===== src/rtl/core/zsap_pkg.sv =====
package zsap_pkg;

	localparam logic [2:0] OP_BEGIN = 3'd0;
	localparam logic [2:0] OP_NAME  = 3'd1;
	localparam logic [2:0] OP_DATA  = 3'd2;
	localparam logic [2:0] OP_END   = 3'd3;
	localparam logic [2:0] OP_CLOSE = 3'd4;

	localparam logic [1:0] PH_IDLE = 2'd0;
	localparam logic [1:0] PH_NAME = 2'd1;
	localparam logic [1:0] PH_DATA = 2'd2;
	localparam logic [1:0] PH_DIR  = 2'd3;

	localparam logic [1:0] ST_OK    = 2'd0;
	localparam logic [1:0] ST_FULL  = 2'd1;
	localparam logic [1:0] ST_ORDER = 2'd2;

	localparam logic [31:0] CRC_POLY    = 32'hEDB88320;
	localparam logic [31:0] SIG_LOCAL   = 32'h04034b50;
	localparam logic [31:0] SIG_DESC    = 32'h08074b50;
	localparam logic [31:0] SIG_CENTRAL = 32'h02014b50;
	localparam logic [31:0] SIG_END     = 32'h06054b50;
	localparam logic [15:0] FLAG_DESC   = 16'h0008;
	localparam logic [15:0] ZIP_VERSION = 16'd20;

	localparam int HDR_W = 368;

	localparam logic [5:0] LEN_LOCAL   = 6'd30;
	localparam logic [5:0] LEN_DESC    = 6'd16;
	localparam logic [5:0] LEN_CENTRAL = 6'd46;
	localparam logic [5:0] LEN_END     = 6'd22;
	localparam logic [5:0] LEN_BYTE    = 6'd1;

	typedef struct packed {
		logic latch;
		logic prep;
		logic load;
		logic cap;
		logic empty;
	} zsap_cmd_t;

	typedef struct packed {
		logic none_rec;
		logic push_need;
		logic final_byte;
		logic out_free;
	} zsap_sts_t;

	function automatic logic [31:0] crc8_step(input logic [31:0] c, input logic [7:0] b);
		logic [31:0] r;
		r = c ^ {24'h0, b};
		for (int i = 0; i < 8; i++) begin
			r = (r >> 1) ^ (CRC_POLY & {32{r[0]}});
		end
		return r;
	endfunction

endpackage


===== src/rtl/core/zsap_ctrl.sv =====
module zsap_ctrl
	import zsap_pkg::*;
(
	input  logic      clk,
	input  logic      arst_n,
	input  logic      s_tvalid,
	output logic      s_tready,
	input  zsap_sts_t sts,
	output zsap_cmd_t cmd
);

	localparam logic [2:0] S_IDLE  = 3'd0;
	localparam logic [2:0] S_PREP  = 3'd1;
	localparam logic [2:0] S_WAIT  = 3'd2;
	localparam logic [2:0] S_LOAD  = 3'd3;
	localparam logic [2:0] S_EMPTY = 3'd4;
	localparam logic [2:0] S_GEN   = 3'd5;
	localparam logic [2:0] S_CAP   = 3'd6;

	logic [2:0] state_q;
	logic [2:0] state_d;

	assign s_tready = (state_q == S_IDLE);

	always_comb begin
		state_d = state_q;
		cmd     = '0;
		case (state_q)
			S_IDLE: begin
				if (s_tvalid) begin
					cmd.latch = 1'b1;
					state_d   = S_PREP;
				end
			end
			S_PREP: begin
				cmd.prep = 1'b1;
				state_d  = S_WAIT;
			end
			S_WAIT: begin
				state_d = S_LOAD;
			end
			S_LOAD: begin
				cmd.load = 1'b1;
				state_d  = sts.none_rec ? S_EMPTY : S_GEN;
			end
			S_EMPTY: begin
				if (sts.out_free) begin
					cmd.empty = 1'b1;
					state_d   = S_IDLE;
				end
			end
			S_GEN: begin
				state_d = S_CAP;
			end
			S_CAP: begin
				if (!sts.push_need || sts.out_free) begin
					cmd.cap = 1'b1;
					state_d = sts.final_byte ? S_IDLE : S_GEN;
				end
			end
			default: begin
				state_d = S_IDLE;
			end
		endcase
	end

	always_ff @(posedge clk or negedge arst_n) begin
		if (!arst_n) begin
			state_q <= S_IDLE;
		end else begin
			state_q <= state_d;
		end
	end

endmodule


===== config.mk =====
export PLATFORM = sky130hd
export DESIGN_NAME = zsap_ctrl
export DESIGN_NICKNAME = d
export VERILOG_FILES = /design/src/rtl/core/zsap_pkg.sv /design/src/rtl/core/zsap_ctrl.sv
export SDC_FILE = /design/constraint.sdc
export NUM_CORES = 1
export LEC_CHECK = 0
export BUFFER_PORTS_ARGS = -buffer_cell sky130_fd_sc_hd__buf_4
export CAP_MARGIN = 20
export CORE_AREA = 3 3 40 42
export CTS_CLUSTER_DIAMETER = 150
export CTS_CLUSTER_SIZE = 24
export DETAILED_ROUTE_END_ITERATION = 10
export DIE_AREA = 0 0 43 45
export GPL_TIMING_DRIVEN = 0
export HOLD_SLACK_MARGIN = 0.02
export PLACE_DENSITY = 0.36
export SETUP_SLACK_MARGIN = 0.2
export SLEW_MARGIN = 20
export SYNTH_ARGS = -nofsm -noshare
export SYNTH_HDL_FRONTEND = slang
export SYNTH_SLANG_ARGS = --single-unit

===== constraint.sdc =====
create_clock -name clk -period 1.1 [get_ports clk]
set_input_delay 0.11 -clock clk [delete_from_list [all_inputs] [get_ports clk]]
set_output_delay 0.11 -clock clk [all_outputs]
set_load 0.005 [all_outputs]

==> After elaboration in Yosys (flattened, before gate mapping) <==
Index checks and enable logic that the tools add are counted.
{ "op_classes": {"n_reduce_logical": 4, "n_eq_ne": 9, "n_mux": 14} }
{ "ops": {"columns": ["operator", "count"], "rows": [
  ["$pmux W3 S7", 1],
  ["$mux W3", 4],
  ["$eq A3 B3 Y1 const B", 3],
  ["$mux W1", 9],
  ["$eq A3 B2 Y1 const B", 2],
  ["$ne A2 B2 Y1 const B", 3],
  ["$eq A3 B1 Y1 const B", 1],
  ["$logic_not A3 Y1", 1],
  ["$reduce_and A3 Y1", 1],
  ["$logic_not A1 Y1", 1],
  ["$logic_or A1 B1 Y1", 1]
]} }
{ "word_totals": {"input_bits": 7, "word_cells": 28, "register_bits": 3, "output_inout_bits": 6} }

==> Longest topological paths before layout <==
Gate-level depths: netlist of run 1.
{ "depth": {"depth_word": 4, "ltp_mapped": 3} }

==> Least setup slack after synthesis of run 1 <==
OpenSTA, ideal clock, no wires.
{ "synth_path": {"path_type": "register to register", "start": "register state_q[1]", "end": "register state_q[2]", "t_required_ns": 0.976, "stages_incl_launch_ff": 4, "arrival_ns": 0.967, "synth_period_minus_slack_ns": 1.091, "setup_time_ns": 0.124, "path_slack_ns": 0.009, "path_cell_list": "dfrtp_1 > nor2b_2 > and3b_1 > a211o_1"} }
{ "synth_between": {"elab_chain_cells": 3, "word_cells_on_any_way": 12} }
{ "synth_rtl": {"columns": ["element", "line", "source"], "rows": [
  ["from (decl)", "zsap_ctrl.sv:20", "logic [2:0] state_q;"],
  ["from (signal assigned)", "zsap_ctrl.sv:71", "state_q <= state_d;"],
  ["$eq A3 B3 Y1 / $logic_not A3 Y1 (equally long branches)", "zsap_ctrl.sv:28", "case (state_q)"],
  ["$ne A2 B2 Y1 (no line)", null, null],
  ["$reduce_and A3 Y1 (no line)", null, null]
]} }
Several ways; a longest one is shown, not always the timed one.
A chain may end at the register's enable or synchronous reset.

==> impl_metrics.prom, run 1 <==
# TYPE chip_impl_metric gauge
chip_impl_info{name="run_status",value="finished with violations"} 1
chip_impl_info{name="violations",value="setup timing"} 1
chip_impl_metric{name="synthesis.area",unit="um2"} 206
chip_impl_metric{name="seqCellArea",unit="um2"} 78.8
chip_impl_metric{name="floorplan.initialDensity",unit="%"} 16.1
chip_impl_info{name="crit_path_start",value="state_q[0]"} 1
chip_impl_metric{name="drv_slew",unit=""} 0
chip_impl_metric{name="power.density",unit="nW/um2"} 2720
chip_impl_metric{name="place_inst",unit=""} 51
chip_impl_metric{name="async_reset_ff_share",unit="%"} 100
chip_impl_info{name="biggest_regs",value="state_q: 3 flops"} 1
chip_impl_metric{name="finalSetupViolCount",unit=""} 9
chip_impl_info{name="most_frequently_used_flop_master_after_synthesis",value="dfrtp_1"} 1
chip_impl_metric{name="core",unit="um2"} 1280
chip_impl_info{name="rr_startpoint",value="state_q[1]"} 1
chip_impl_info{name="timing.critical_path.from_type",value="register"} 1
chip_impl_metric{name="postLayoutSetupSlackWorst",unit="ns"} -0.159
chip_impl_info{name="cts_tree",value="yes"} 1
chip_impl_metric{name="area_delta_synth_final",unit="%"} 137
chip_impl_info{name="largest_register",value="state_q"} 1
chip_impl_metric{name="vdd.ir_drop.worst",unit="mV"} 1.22
chip_impl_metric{name="pre_repair_dr_iteration_count",unit=""} 1
chip_impl_metric{name="grt_overflow_total",unit=""} 0
chip_impl_metric{name="mux_cell_area_share_after_synthesis",unit="%"} 0
chip_impl_info{name="hold_path_class",value="input port to register"} 1
chip_impl_metric{name="gate_power_share",unit="%"} 61.5
chip_impl_metric{name="fin_nets",unit=""} 59
chip_impl_metric{name="critPathMaxFanout",unit=""} 7
chip_impl_info{name="dominant_combinational_cell_family_by_area_after_synthesis",value="simple AND/OR/NAND/NOR gates"} 1
chip_impl_metric{name="critPathRequiredTime",unit="ns"} 0.99
chip_impl_metric{name="io_buf_count",unit=""} 12
chip_impl_info{name="min-delay-start",value="sts[1]"} 1
chip_impl_metric{name="final_period_minus_worst_setup_slack",unit="ns"} 1.26
chip_impl_metric{name="placement_rows",unit=""} 13
chip_impl_metric{name="total_leakage_power",unit="uW"} 0.000252
chip_impl_metric{name="flip_flop_count_of_the_largest_register_after_layout",unit=""} 3
chip_impl_metric{name="avgSynthCellArea",unit="um2"} 8.60
chip_impl_metric{name="gp_congestion",unit=""} 0.630
chip_impl_metric{name="antenna_found_initial",unit=""} 0
chip_impl_metric{name="ys_ff_latch",unit=""} 3
chip_impl_metric{name="route.vias.total",unit=""} 277
chip_impl_metric{name="clock_latency",unit="ns"} 0.23
chip_impl_metric{name="design.portCount",unit=""} 13
chip_impl_metric{name="drcViolationCount",unit=""} 0
chip_impl_metric{name="clkSinkCount",unit=""} 3
chip_impl_metric{name="finalClockSkew",unit="ns"} 0.000534
chip_impl_metric{name="total_cts_buffers",unit=""} 3
chip_impl_info{name="cts.root.buffer_cell",value="clkbuf_4"} 1
chip_impl_metric{name="place.detailed.hpwl",unit="um"} 436
chip_impl_metric{name="fin_crit_sh",unit="%"} 114
chip_impl_info{name="crit_path_end_kind",value="output port"} 1
chip_impl_metric{name="timing.final.hold_violations",unit=""} 0
chip_impl_info{name="grt_setup_unrepaired",value="true"} 1
chip_impl_metric{name="initialDrtViolationCount",unit=""} 0
chip_impl_metric{name="mappedNetlistNets",unit=""} 31
chip_impl_metric{name="pwr-share-clk",unit="%"} 14.5
chip_impl_metric{name="post_synth_fa_ha_maj_area_fraction",unit="%"} 0
chip_impl_metric{name="critPathArrivalTime",unit="ns"} 1.15
chip_impl_metric{name="intPower",unit="uW"} 853
chip_impl_metric{name="post_synth_edffs",unit=""} 0
chip_impl_metric{name="synthSimpleGateAreaFrac",unit="%"} 41.2
chip_impl_metric{name="detail_route.wirelength",unit="um"} 862
chip_impl_metric{name="grt_pass1_vias",unit=""} 300
chip_impl_metric{name="die_w",unit="um"} 43
chip_impl_metric{name="antenna_cells",unit=""} 0
chip_impl_metric{name="synth_cells",unit=""} 24
chip_impl_metric{name="p_sw",unit="uW"} 479
chip_impl_metric{name="die-area",unit="um2"} 1940
chip_impl_metric{name="p_sw_share",unit="%"} 36.0
chip_impl_metric{name="grt_first_pass_wirelength",unit="mm"} 1.21
chip_impl_metric{name="clock_slew_at_the_register_clock_pins_of_the_worst_setup_and_hold_paths",unit="ns"} 0.04
chip_impl_metric{name="synth_seq_area_share",unit="%"} 36.4
chip_impl_metric{name="grt_util_all_layers",unit="%"} 8.93
chip_impl_metric{name="multi_input_gate_area",unit="um2"} 168
chip_impl_metric{name="synth_compound_gate_area_share",unit="%"} 20.6
chip_impl_metric{name="drv.max_cap_violation_count",unit=""} 0
chip_impl_info{name="worstSetupPathType",value="register to output port"} 1
chip_impl_metric{name="sequential_share_of_power",unit="%"} 23.9
chip_impl_metric{name="detail_route.wl_per_cell",unit="um"} 13.1
chip_impl_metric{name="worst_case_headroom_to_the_max_slew_limit",unit="%"} 84.5
chip_impl_metric{name="worstMarginPinSlew",unit="ns"} 0.233
chip_impl_metric{name="max_freq",unit="MHz"} 794
chip_impl_metric{name="ys.warnings.count",unit=""} 0
chip_impl_metric{name="place_worst_setup_slack",unit="ns"} -0.0179
chip_impl_metric{name="dieHeight",unit="um"} 45
chip_impl_metric{name="finish.cell_count_without_fillers",unit=""} 66
chip_impl_metric{name="antenna_violating_nets_post_route",unit=""} 0
chip_impl_metric{name="drive_gt1_share",unit="%"} 72.5
chip_impl_metric{name="yosys.area_share.xor_xnor",unit="%"} 0
chip_impl_metric{name="cts.path.max_buffers",unit=""} 2
chip_impl_metric{name="grt_max_degree",unit=""} 8
chip_impl_metric{name="route.detailed.vias_per_inst",unit=""} 4.20
chip_impl_metric{name="cts.htree.levels",unit=""} 1
chip_impl_metric{name="netlist-cell-type-count",unit=""} 18
chip_impl_metric{name="fin_util",unit="%"} 38.1
chip_impl_metric{name="fillCellCount",unit=""} 124
-- per-layer routing --
metal  up-vias  global-route usage, %  part of all wire, %  wire (um)
li1        137                      -                    -          -
met3         2                   1.20                  2.7         23
met2         6                   17.1                   62        533
met4         0                   7.23                  2.2         19
met5         -                      0                    0          0
met1       132                   8.50                   33        286
-- per-stage QoR --
stage | TNS (ns) | power [uW] | cell area [um2] | hold slack, ns
after floorplan | 0 | 508 | 216 | -0.186
after global placement | -0.0287 | 709 | 325 | -0.101
after detailed placement | -0.0179 | 703 | 325 | -0.0992
after CTS | -0.762 | 1160 | 448 | 0.0794
after global routing | -1.63 | 1430 | 489 | 0.0861
final | -1.13 | 1330 | 489 | 0.0965
-- power groups by stage --
stage	registers, uW	clock network, uW	logic, uW
6_report	318	194	820
5_1_grt	334	213	887
4_1_cts	279	207	677
3_5_place_dp	273	0	429
2_1_floorplan	249	0	259
3_3_place_gp	280	0	429
-- cell families (layout without fill, tap and decap cells) --
| family | count (synthesis) | count (layout) |
|---|---|---|
| and+or+nand+nor | 14 | 14 |
| AOI/OAI and AO/OA | 6 | 6 |
| DFF | 3 | 3 |
| buffers and inverters | 1 | 28 |
-- synthesized netlist by cell type (2+ instances only) --
library cell,count,area share (%)
nand2b_1,2,6.1
dfrtp_1,3,36
o22ai_1,2,6.1
nand2_1,2,3.6
nor2_1,2,3.6
-- cell usage in the layout, fill, tap and decap left out --
| cell | Yosys | routed |
|---|---|---|
| a211o_1 | 1 | 1 |
| a21boi_2 | 0 | 1 |
| a21o_2 | 1 | 1 |
| a21oi_1 | 1 | 1 |
| and2_1 | 1 | 1 |
| and2b_2 | 1 | 1 |
| and3_1 | 1 | 1 |
| and3_4 | 0 | 1 |
| and3b_1 | 1 | 1 |
| buf_4 | 0 | 17 |
| buf_6 | 0 | 5 |
| clkbuf_1 | 0 | 1 |
| clkbuf_4 | 0 | 3 |
| dfrtp_2 | 0 | 3 |
| dlygate4sd3_1 | 0 | 1 |
| inv_1 | 1 | 1 |
| nand2_1 | 2 | 2 |
| nand2b_1 | 2 | 2 |
| nor2_1 | 2 | 1 |
| nor2_2 | 0 | 1 |
| nor2b_4 | 0 | 2 |
| nor3_4 | 0 | 1 |
| o22ai_1 | 2 | 1 |
| o22ai_2 | 0 | 1 |
-- layout make-up --
class                   count  area share [%]
inverters                   1           0.767
flip-flops and latches      3            16.1
clock buffers               4            5.37
repair buffers             23            39.6
well taps                  15            3.84
multi-input cells          20            34.3
-- what timing repair did --
item                                   4_1_cts  5_1_grt
setup buffers                                8        2
hold buffers                                 1        0
endpoints found under the hold margin        3        0
setup endpoints to repair                    9        9
pin swaps                                    4        3
resized for setup                            8        6
-- critical path, cell delays in order, from the launching register on --
cell,delay (ns)
dfrtp_2,0.48
nor2b_4,0.16
and3_4,0.18
buf_6,0.09
-- final timing paths --
kind / cells after the start / slack (ns) / endpoint
setup / recovery: 3 / -0.16 / cmd[1]
hold / removal: 2 / 0.1 / state_q[0]
setup reg to reg: 4 / -0.13 / state_q[2]
hold reg to reg: 1 / 0.66 / state_q[2]
max in group asynchronous: 2 / 0.79 / state_q[0]
min in group asynchronous: 2 / 0.20 / state_q[1]
(Power assumes the default switching activity.)
==> run 2, diff against run 1 <==
- CELL_PAD_IN_SITES_DETAIL_PLACEMENT: unset -> 0
- CELL_PAD_IN_SITES_GLOBAL_PLACEMENT: unset -> 2
- PLACE_DENSITY: 0.36 -> 0.59
==> run 2 against run 1 <==
The run still ends with setup timing left. Final cell count down 4.5%. Total power down 16%. Flip-flop and latch count unchanged. Maximum frequency up 4.0%. Clock power about the same. Routed wire length down 21%. Via count down 3.6%. Clock skew about the same. Setup slack better by 0.048 ns. Critical path depth unchanged. Count of clock-buffer cells in the layout unchanged. Hold slack worse by 0.014 ns. Critical path type unchanged.
==> impl_metrics.prom, run 2 (synthesis gave the netlist of run 1 again) <==
# TYPE chip_impl_metric gauge
chip_impl_info{name="run_status",value="finished with violations"} 1
chip_impl_info{name="violations",value="setup timing"} 1
chip_impl_metric{name="worstMarginPinSlew",unit="ns"} 0.202
chip_impl_info{name="hold_path_class",value="input port to register"} 1
chip_impl_metric{name="clock_slew_at_the_register_clock_pins_of_the_worst_setup_and_hold_paths",unit="ns"} 0.04
chip_impl_metric{name="drcViolationCount",unit=""} 0
chip_impl_metric{name="route.met2.wl",unit="um"} 345
chip_impl_metric{name="m1WireLength",unit="um"} 257
chip_impl_metric{name="grt_pass1_vias",unit=""} 271
chip_impl_info{name="cpMaxStageDelayCell",value="dfrtp_2"} 1
chip_impl_metric{name="gp_congestion",unit=""} 0.705
chip_impl_metric{name="max_freq",unit="MHz"} 826
chip_impl_metric{name="clkSinkCount",unit=""} 3
chip_impl_info{name="grt_setup_unrepaired",value="true"} 1
chip_impl_metric{name="critPathMaxFanout",unit=""} 7
chip_impl_metric{name="die-area",unit="um2"} 1940
chip_impl_metric{name="initialDrtViolationCount",unit=""} 2
chip_impl_info{name="rr_startpoint",value="state_q[1]"} 1
chip_impl_info{name="largest_register",value="state_q"} 1
chip_impl_metric{name="timing.reg2reg.worst_path_depth",unit=""} 4
chip_impl_info{name="cts_tree",value="yes"} 1
chip_impl_metric{name="drive_gt1_share",unit="%"} 68.8
chip_impl_metric{name="final_period_minus_worst_setup_slack",unit="ns"} 1.21
chip_impl_info{name="layout_commonest_cell",value="buf_4"} 1
chip_impl_metric{name="fin_crit_sh",unit="%"} 110
chip_impl_metric{name="fin_total_pwr",unit="uW"} 1120
chip_impl_metric{name="worst_case_headroom_to_the_max_slew_limit",unit="%"} 86.6
chip_impl_metric{name="p_sw",unit="uW"} 383
chip_impl_info{name="crit_path_end_kind",value="output port"} 1
chip_impl_metric{name="route.detailed.vias_per_inst",unit=""} 4.24
chip_impl_metric{name="gate_power_share",unit="%"} 58.1
chip_impl_metric{name="finalSetupViolCount",unit=""} 8
chip_impl_metric{name="detail_route.wirelength",unit="um"} 678
chip_impl_metric{name="critical_path_cell_count",unit=""} 3
chip_impl_metric{name="grt_first_pass_wirelength",unit="mm"} 1.13
chip_impl_metric{name="drv_slew",unit=""} 0
chip_impl_metric{name="grt_max_degree",unit=""} 8
chip_impl_info{name="crit-reg2reg-capture",value="state_q[2]"} 1
chip_impl_metric{name="finalClockSkew",unit="ns"} 0.000345
chip_impl_metric{name="core",unit="um2"} 1280
chip_impl_metric{name="sequential_share_of_power",unit="%"} 24.7
chip_impl_metric{name="pwr-share-clk",unit="%"} 17.2
chip_impl_metric{name="io_buf_count",unit=""} 12
chip_impl_metric{name="cts.htree.levels",unit=""} 1
chip_impl_info{name="timing.critical_path.from_type",value="register"} 1
chip_impl_metric{name="placement_rows",unit=""} 13
chip_impl_metric{name="setup.reg_to_reg.worst_slack",unit="ns"} -0.09
chip_impl_info{name="cts.root.buffer_cell",value="clkbuf_4"} 1
chip_impl_metric{name="cpPeakStageDelay",unit="ns"} 0.46
chip_impl_metric{name="clock_latency",unit="ns"} 0.23
chip_impl_info{name="worst_path_dominant_cell_family",value="flip-flops"} 1
chip_impl_metric{name="dieHeight",unit="um"} 45
chip_impl_metric{name="drv.max_cap_violation_count",unit=""} 0
chip_impl_metric{name="intPower",unit="uW"} 739
chip_impl_metric{name="antenna_found_initial",unit=""} 0
chip_impl_metric{name="route.vias.total",unit=""} 267
chip_impl_metric{name="postLayoutSetupSlackWorst",unit="ns"} -0.111
chip_impl_metric{name="area_delta_synth_final",unit="%"} 112
chip_impl_metric{name="critPathRequiredTime",unit="ns"} 0.99
chip_impl_metric{name="total_leakage_power",unit="uW"} 0.000227
chip_impl_info{name="routed.top_layer",value="met4"} 1
chip_impl_metric{name="antenna_cells",unit=""} 0
chip_impl_metric{name="p_sw_share",unit="%"} 34.1
chip_impl_metric{name="die_w",unit="um"} 43
chip_impl_metric{name="pre_repair_dr_iteration_count",unit=""} 4
chip_impl_info{name="crit_path_start",value="state_q[0]"} 1
chip_impl_info{name="crit_path_end",value="cmd[1]"} 1
chip_impl_metric{name="antenna_violating_nets_post_route",unit=""} 0
chip_impl_metric{name="timing.final.hold_violations",unit=""} 0
chip_impl_info{name="mostFrequentLayoutCells",value="17 x buf_4, 3 x clkbuf_4, 3 x dfrtp_2"} 1
chip_impl_metric{name="met3RoutedLength",unit="um"} 56
chip_impl_metric{name="grt_util_all_layers",unit="%"} 8.33
chip_impl_metric{name="floorplan.initialDensity",unit="%"} 16.1
chip_impl_metric{name="design.portCount",unit=""} 13
chip_impl_metric{name="detail_route.wl_per_cell",unit="um"} 10.8
chip_impl_metric{name="critPathArrivalTime",unit="ns"} 1.10
chip_impl_metric{name="number_of_buffers_and_inverters_on_the_critical_path",unit=""} 1
chip_impl_info{name="biggest_regs",value="state_q: 3 flops"} 1
chip_impl_info{name="worstPathCellList",value="nor2b_4 -> and3_4 -> buf_6"} 1
chip_impl_metric{name="flip_flop_count_of_the_largest_register_after_layout",unit=""} 3
chip_impl_info{name="worstSetupPathType",value="register to output port"} 1
chip_impl_metric{name="grt_overflow_total",unit=""} 0
chip_impl_metric{name="fin_setup_tns",unit="ns"} -0.579
chip_impl_metric{name="fin_nets",unit=""} 56
chip_impl_metric{name="power.density",unit="nW/um2"} 2560
chip_impl_metric{name="cts.path.max_buffers",unit=""} 2
chip_impl_metric{name="total_cts_buffers",unit=""} 3
chip_impl_metric{name="vdd.ir_drop.worst",unit="mV"} 1.03
-- run 2: per-layer routing --
layer | vias up | track usage (%)
li1 | 132 | -
met1 | 122 | 8.21
met2 | 11 | 13.5
met3 | 2 | 2.39
met4 | 0 | 9.04
met5 | - | 0
-- run 2: worst register-to-register path, cell delays in order (launching register included) --
cell and delay [ns]:
dfrtp_2 0.44, nor2b_4 0.15, buf_6 0.11, and3b_1 0.15
a211o_1 0.23
-- run 2: metrics by stage --
step / hold WS, ns / worst slack [ns] / std cells / area [um2] / utilization (%)
final: 0.0820 / -0.111 / 63 / 438 / 34.1
after floorplan: -0.186 / 0.0591 / 24 / 216 / -
after global routing: 0.0770 / -0.171 / 63 / 438 / 34.1
after global placement: -0.102 / -0.0304 / 51 / 325 / 25.3
after CTS: 0.0746 / -0.134 / 61 / 420 / 32.7
after detailed placement: -0.100 / -0.0207 / 51 / 325 / 25.3
-- run 2: cell type report --
class | instances | area (um2)
Timing Repair Buffer | 20 | 160
Sequential cell | 3 | 78.8
Tap cell | 15 | 18.8
Clock buffer | 4 | 26.3
Inverter | 1 | 3.75
Fill cell | 149 | 847
Multi-Input combinational cell | 20 | 150
-- run 2: timing repair --
action / 4_1_cts / 5_1_grt
hold buffers: 1 / 0
gates resized for setup: 7 / 1
setup endpoints to repair: 9 / 9
setup buffers: 5 / 2
cloned: 0 / 0
endpoints found under the hold margin: 3 / 0
pin swaps: 3 / 2
-- run 2: power groups by stage --
stage                     Combinational [uW]  Sequential (uW)  Clock (uW)
after floorplan                          259              249           0
after global placement                   428              282           0
after detailed placement                 431              279           0
after CTS                                607              278         205
after global routing                     720              291         219
final                                    652              277         193
-- run 2: how the worst min path moves through the flow --
stage | startpoint | end | slack (ns) | cells after the start
floorplan | arst_n | state_q[0] | -0.19 | 0
global placement | arst_n | state_q[2] | -0.10 | 1
detailed placement | arst_n | state_q[2] | -0.10 | 1
CTS | sts[1] | state_q[0] | 0.07 | 2
global route | sts[1] | state_q[0] | 0.08 | 2
finish | sts[1] | state_q[0] | 0.08 | 2
==> run 3, diff against run 2 <==
- PLACE_DENSITY: 0.59 -> unset
- PLACE_DENSITY_LB_ADDON: unset -> 0.1
==> run 3 against run 2 <==
The flow still finishes with violations (setup timing). Die area did not move. Total power fell by 3.2%. Via count fell by 6.7%. Non-clock buffer count fell by 2. Combinational power fell by 8.3%. Register-to-register slack barely moved. Clock power barely moved.
==> impl_metrics.prom, run 3 (synthesis gave the netlist of run 1 again) <==
# TYPE chip_impl_metric gauge
chip_impl_info{name="run_status",value="finished with violations"} 1
chip_impl_info{name="violations",value="setup timing"} 1
chip_impl_metric{name="drv_slew",unit=""} 0
chip_impl_metric{name="finalClockSkew",unit="ns"} 0.000115
chip_impl_metric{name="fin_nets",unit=""} 54
chip_impl_info{name="crit_path_end_kind",value="output port"} 1
chip_impl_metric{name="hold_slack",unit="ns"} 0.0784
chip_impl_info{name="cts_tree",value="yes"} 1
chip_impl_metric{name="critPathArrivalTime",unit="ns"} 1.11
chip_impl_info{name="cpMaxStageDelayCell",value="dfrtp_2"} 1
chip_impl_metric{name="fin_setup_tns",unit="ns"} -0.681
chip_impl_metric{name="clock_slew_at_the_register_clock_pins_of_the_worst_setup_and_hold_paths",unit="ns"} 0.04
chip_impl_metric{name="clkSinkCount",unit=""} 3
chip_impl_metric{name="timing.final.hold_violations",unit=""} 0
chip_impl_info{name="worst_path_dominant_cell_family",value="flip-flops"} 1
chip_impl_info{name="worstSetupPathType",value="register to output port"} 1
chip_impl_metric{name="place_inst",unit=""} 51
chip_impl_metric{name="power.density",unit="nW/um2"} 2520
chip_impl_metric{name="postLayoutSetupSlackWorst",unit="ns"} -0.125
chip_impl_metric{name="p_sw",unit="uW"} 375
chip_impl_metric{name="p_sw_share",unit="%"} 34.6
chip_impl_metric{name="worstMarginPinSlew",unit="ns"} 0.190
chip_impl_metric{name="io_buf_count",unit=""} 12
chip_impl_metric{name="vdd.ir_drop.worst",unit="mV"} 0.874
chip_impl_metric{name="route.vias.total",unit=""} 249
chip_impl_metric{name="finish.cell_count_without_fillers",unit=""} 61
chip_impl_metric{name="critPathMaxFanout",unit=""} 8
chip_impl_metric{name="floorplan.initialDensity",unit="%"} 16.1
chip_impl_metric{name="antenna_found_initial",unit=""} 0
chip_impl_metric{name="critPathRequiredTime",unit="ns"} 0.99
chip_impl_metric{name="worst_case_headroom_to_the_max_slew_limit",unit="%"} 87.3
chip_impl_info{name="grt_setup_unrepaired",value="true"} 1
chip_impl_metric{name="drv.max_cap_violation_count",unit=""} 0
chip_impl_info{name="hold_path_class",value="input port to register"} 1
chip_impl_metric{name="grt_util_all_layers",unit="%"} 7.35
chip_impl_metric{name="antenna_violating_nets_post_route",unit=""} 0
chip_impl_metric{name="cts.htree.levels",unit=""} 1
chip_impl_metric{name="grt_pass1_vias",unit=""} 253
chip_impl_metric{name="cpPeakStageDelay",unit="ns"} 0.45
chip_impl_info{name="layout_commonest_cell",value="buf_4"} 1
chip_impl_metric{name="clock_latency",unit="ns"} 0.23
chip_impl_metric{name="grt_max_degree",unit=""} 9
chip_impl_metric{name="final_period_minus_worst_setup_slack",unit="ns"} 1.22
chip_impl_metric{name="finalSetupViolCount",unit=""} 9
chip_impl_metric{name="fin_total_pwr",unit="uW"} 1090
chip_impl_metric{name="antenna_cells",unit=""} 0
chip_impl_info{name="biggest_regs",value="state_q: 3 flops"} 1
chip_impl_info{name="mostFrequentLayoutCells",value="14 x buf_4, 3 x clkbuf_4, 3 x buf_6, 3 x dfrtp_2"} 1
chip_impl_metric{name="fin_crit_sh",unit="%"} 111
chip_impl_metric{name="pwr-share-clk",unit="%"} 17.7
chip_impl_info{name="cts.root.buffer_cell",value="clkbuf_4"} 1
chip_impl_metric{name="gp_congestion",unit=""} 0.693
chip_impl_metric{name="area_delta_synth_final",unit="%"} 108
chip_impl_metric{name="route.detailed.vias_per_inst",unit=""} 4.08
chip_impl_metric{name="detail_route.wl_per_cell",unit="um"} 10.5
chip_impl_info{name="worstPathCellList",value="nand2b_1 -> nor2_2 -> buf_4"} 1
chip_impl_metric{name="place.detailed.hpwl",unit="um"} 471
chip_impl_metric{name="total_cts_buffers",unit=""} 3
chip_impl_metric{name="gate_power_share",unit="%"} 55.1
chip_impl_metric{name="pre_repair_dr_iteration_count",unit=""} 1
chip_impl_metric{name="intPower",unit="uW"} 711
chip_impl_metric{name="cts.path.max_buffers",unit=""} 2
chip_impl_metric{name="drive_gt1_share",unit="%"} 69.6
chip_impl_metric{name="die_w",unit="um"} 43
chip_impl_metric{name="core",unit="um2"} 1280
chip_impl_metric{name="dieHeight",unit="um"} 45
chip_impl_metric{name="drcViolationCount",unit=""} 0
chip_impl_metric{name="detail_route.wirelength",unit="um"} 638
chip_impl_metric{name="grt_first_pass_wirelength",unit="mm"} 1.02
chip_impl_metric{name="sequential_share_of_power",unit="%"} 27.2
chip_impl_metric{name="die-area",unit="um2"} 1940
chip_impl_metric{name="placement_rows",unit=""} 13
chip_impl_metric{name="initialDrtViolationCount",unit=""} 0
chip_impl_metric{name="total_leakage_power",unit="uW"} 0.000218
chip_impl_info{name="largest_register",value="state_q"} 1
chip_impl_metric{name="max_freq",unit="MHz"} 816
chip_impl_metric{name="grt_overflow_total",unit=""} 0
chip_impl_metric{name="flip_flop_count_of_the_largest_register_after_layout",unit=""} 3
chip_impl_metric{name="number_of_buffers_and_inverters_on_the_critical_path",unit=""} 1
chip_impl_metric{name="design.portCount",unit=""} 13
chip_impl_info{name="timing.critical_path.from_type",value="register"} 1
==> run 3: changes by cell type in the layout (fill, tap and decap cells not counted) <==
cell and change:
buf_6 +1, a21oi_1 -1, buf_4 -3, a21oi_2 +1
==> run 3: power groups by stage <==
stage	Sequential (uW)	Clock, uW	Combinational (uW)
2_1_floorplan	249	0	259
3_3_place_gp	281	0	434
3_5_place_dp	277	0	427
4_1_cts	285	207	576
5_1_grt	303	213	652
6_report	295	193	598
==> run 3: what timing repair did <==
action | 4_1_cts | 5_1_grt
endpoints found under the setup margin | 9 | 9
buffers inserted | 5 | 0
endpoints found under the hold margin | 3 | 0
hold buffers | 1 | 0
pin swaps | 4 | 0
resized for setup | 6 | 4
==> run 3: path summary, 6_finish.rpt <==
kind	from	endpoint	slack, ns	cells past startpoint
setup reg to reg	state_q[0]	state_q[2]	-0.09	4
hold reg to reg	state_q[2]	state_q[0]	0.56	1
min in group asynchronous	arst_n	state_q[2]	0.20	2
hold / removal	sts[1]	state_q[0]	0.08	2
max in group asynchronous	arst_n	state_q[0]	0.80	2
setup / recovery	state_q[2]	cmd[2]	-0.12	3
==> run 3: stage by stage <==
step | instance area [um2] | setup slack (ns) | utilization (%)
2_1_floorplan | 216 | 0.0591 | -
3_3_place_gp | 325 | -0.0381 | 25.3
3_5_place_dp | 325 | -0.0177 | 25.3
4_1_cts | 418 | -0.147 | 32.5
5_1_grt | 430 | -0.176 | 33.5
6_report | 430 | -0.125 | 33.5
==> run 3: worst reg2reg max path: cells and delay by family (launching register included) <==
| kind | cells | cell delay (ns) |
|---|---|---|
| DFF | 1 | 0.47 |
| AOI/OAI and AO/OA | 2 | 0.35 |
| and+or+nand+nor | 1 | 0.14 |
| buffers and inverters | 1 | 0.11 |
==> run 3: layout make-up <==
cell class / instances / area [um2]
clock buffers: 4 / 26.3
multi-input cells: 20 / 154
flip-flops and latches: 3 / 78.8
inverters: 1 / 3.75
repair buffers: 18 / 149
well taps: 15 / 18.8
fillers: 137 / 855
==> run 3: per-layer routing <==
| metal | wire [um] | up-vias | global-route usage [%] |
|---|---|---|---|
| met5 | 0 | - | 0 |
| met4 | 0 | 0 | 7.23 |
| met3 | 33 | 0 | 1.20 |
| met2 | 325 | 7 | 12.3 |
| met1 | 279 | 115 | 7.77 |
| li1 | - | 127 | - |
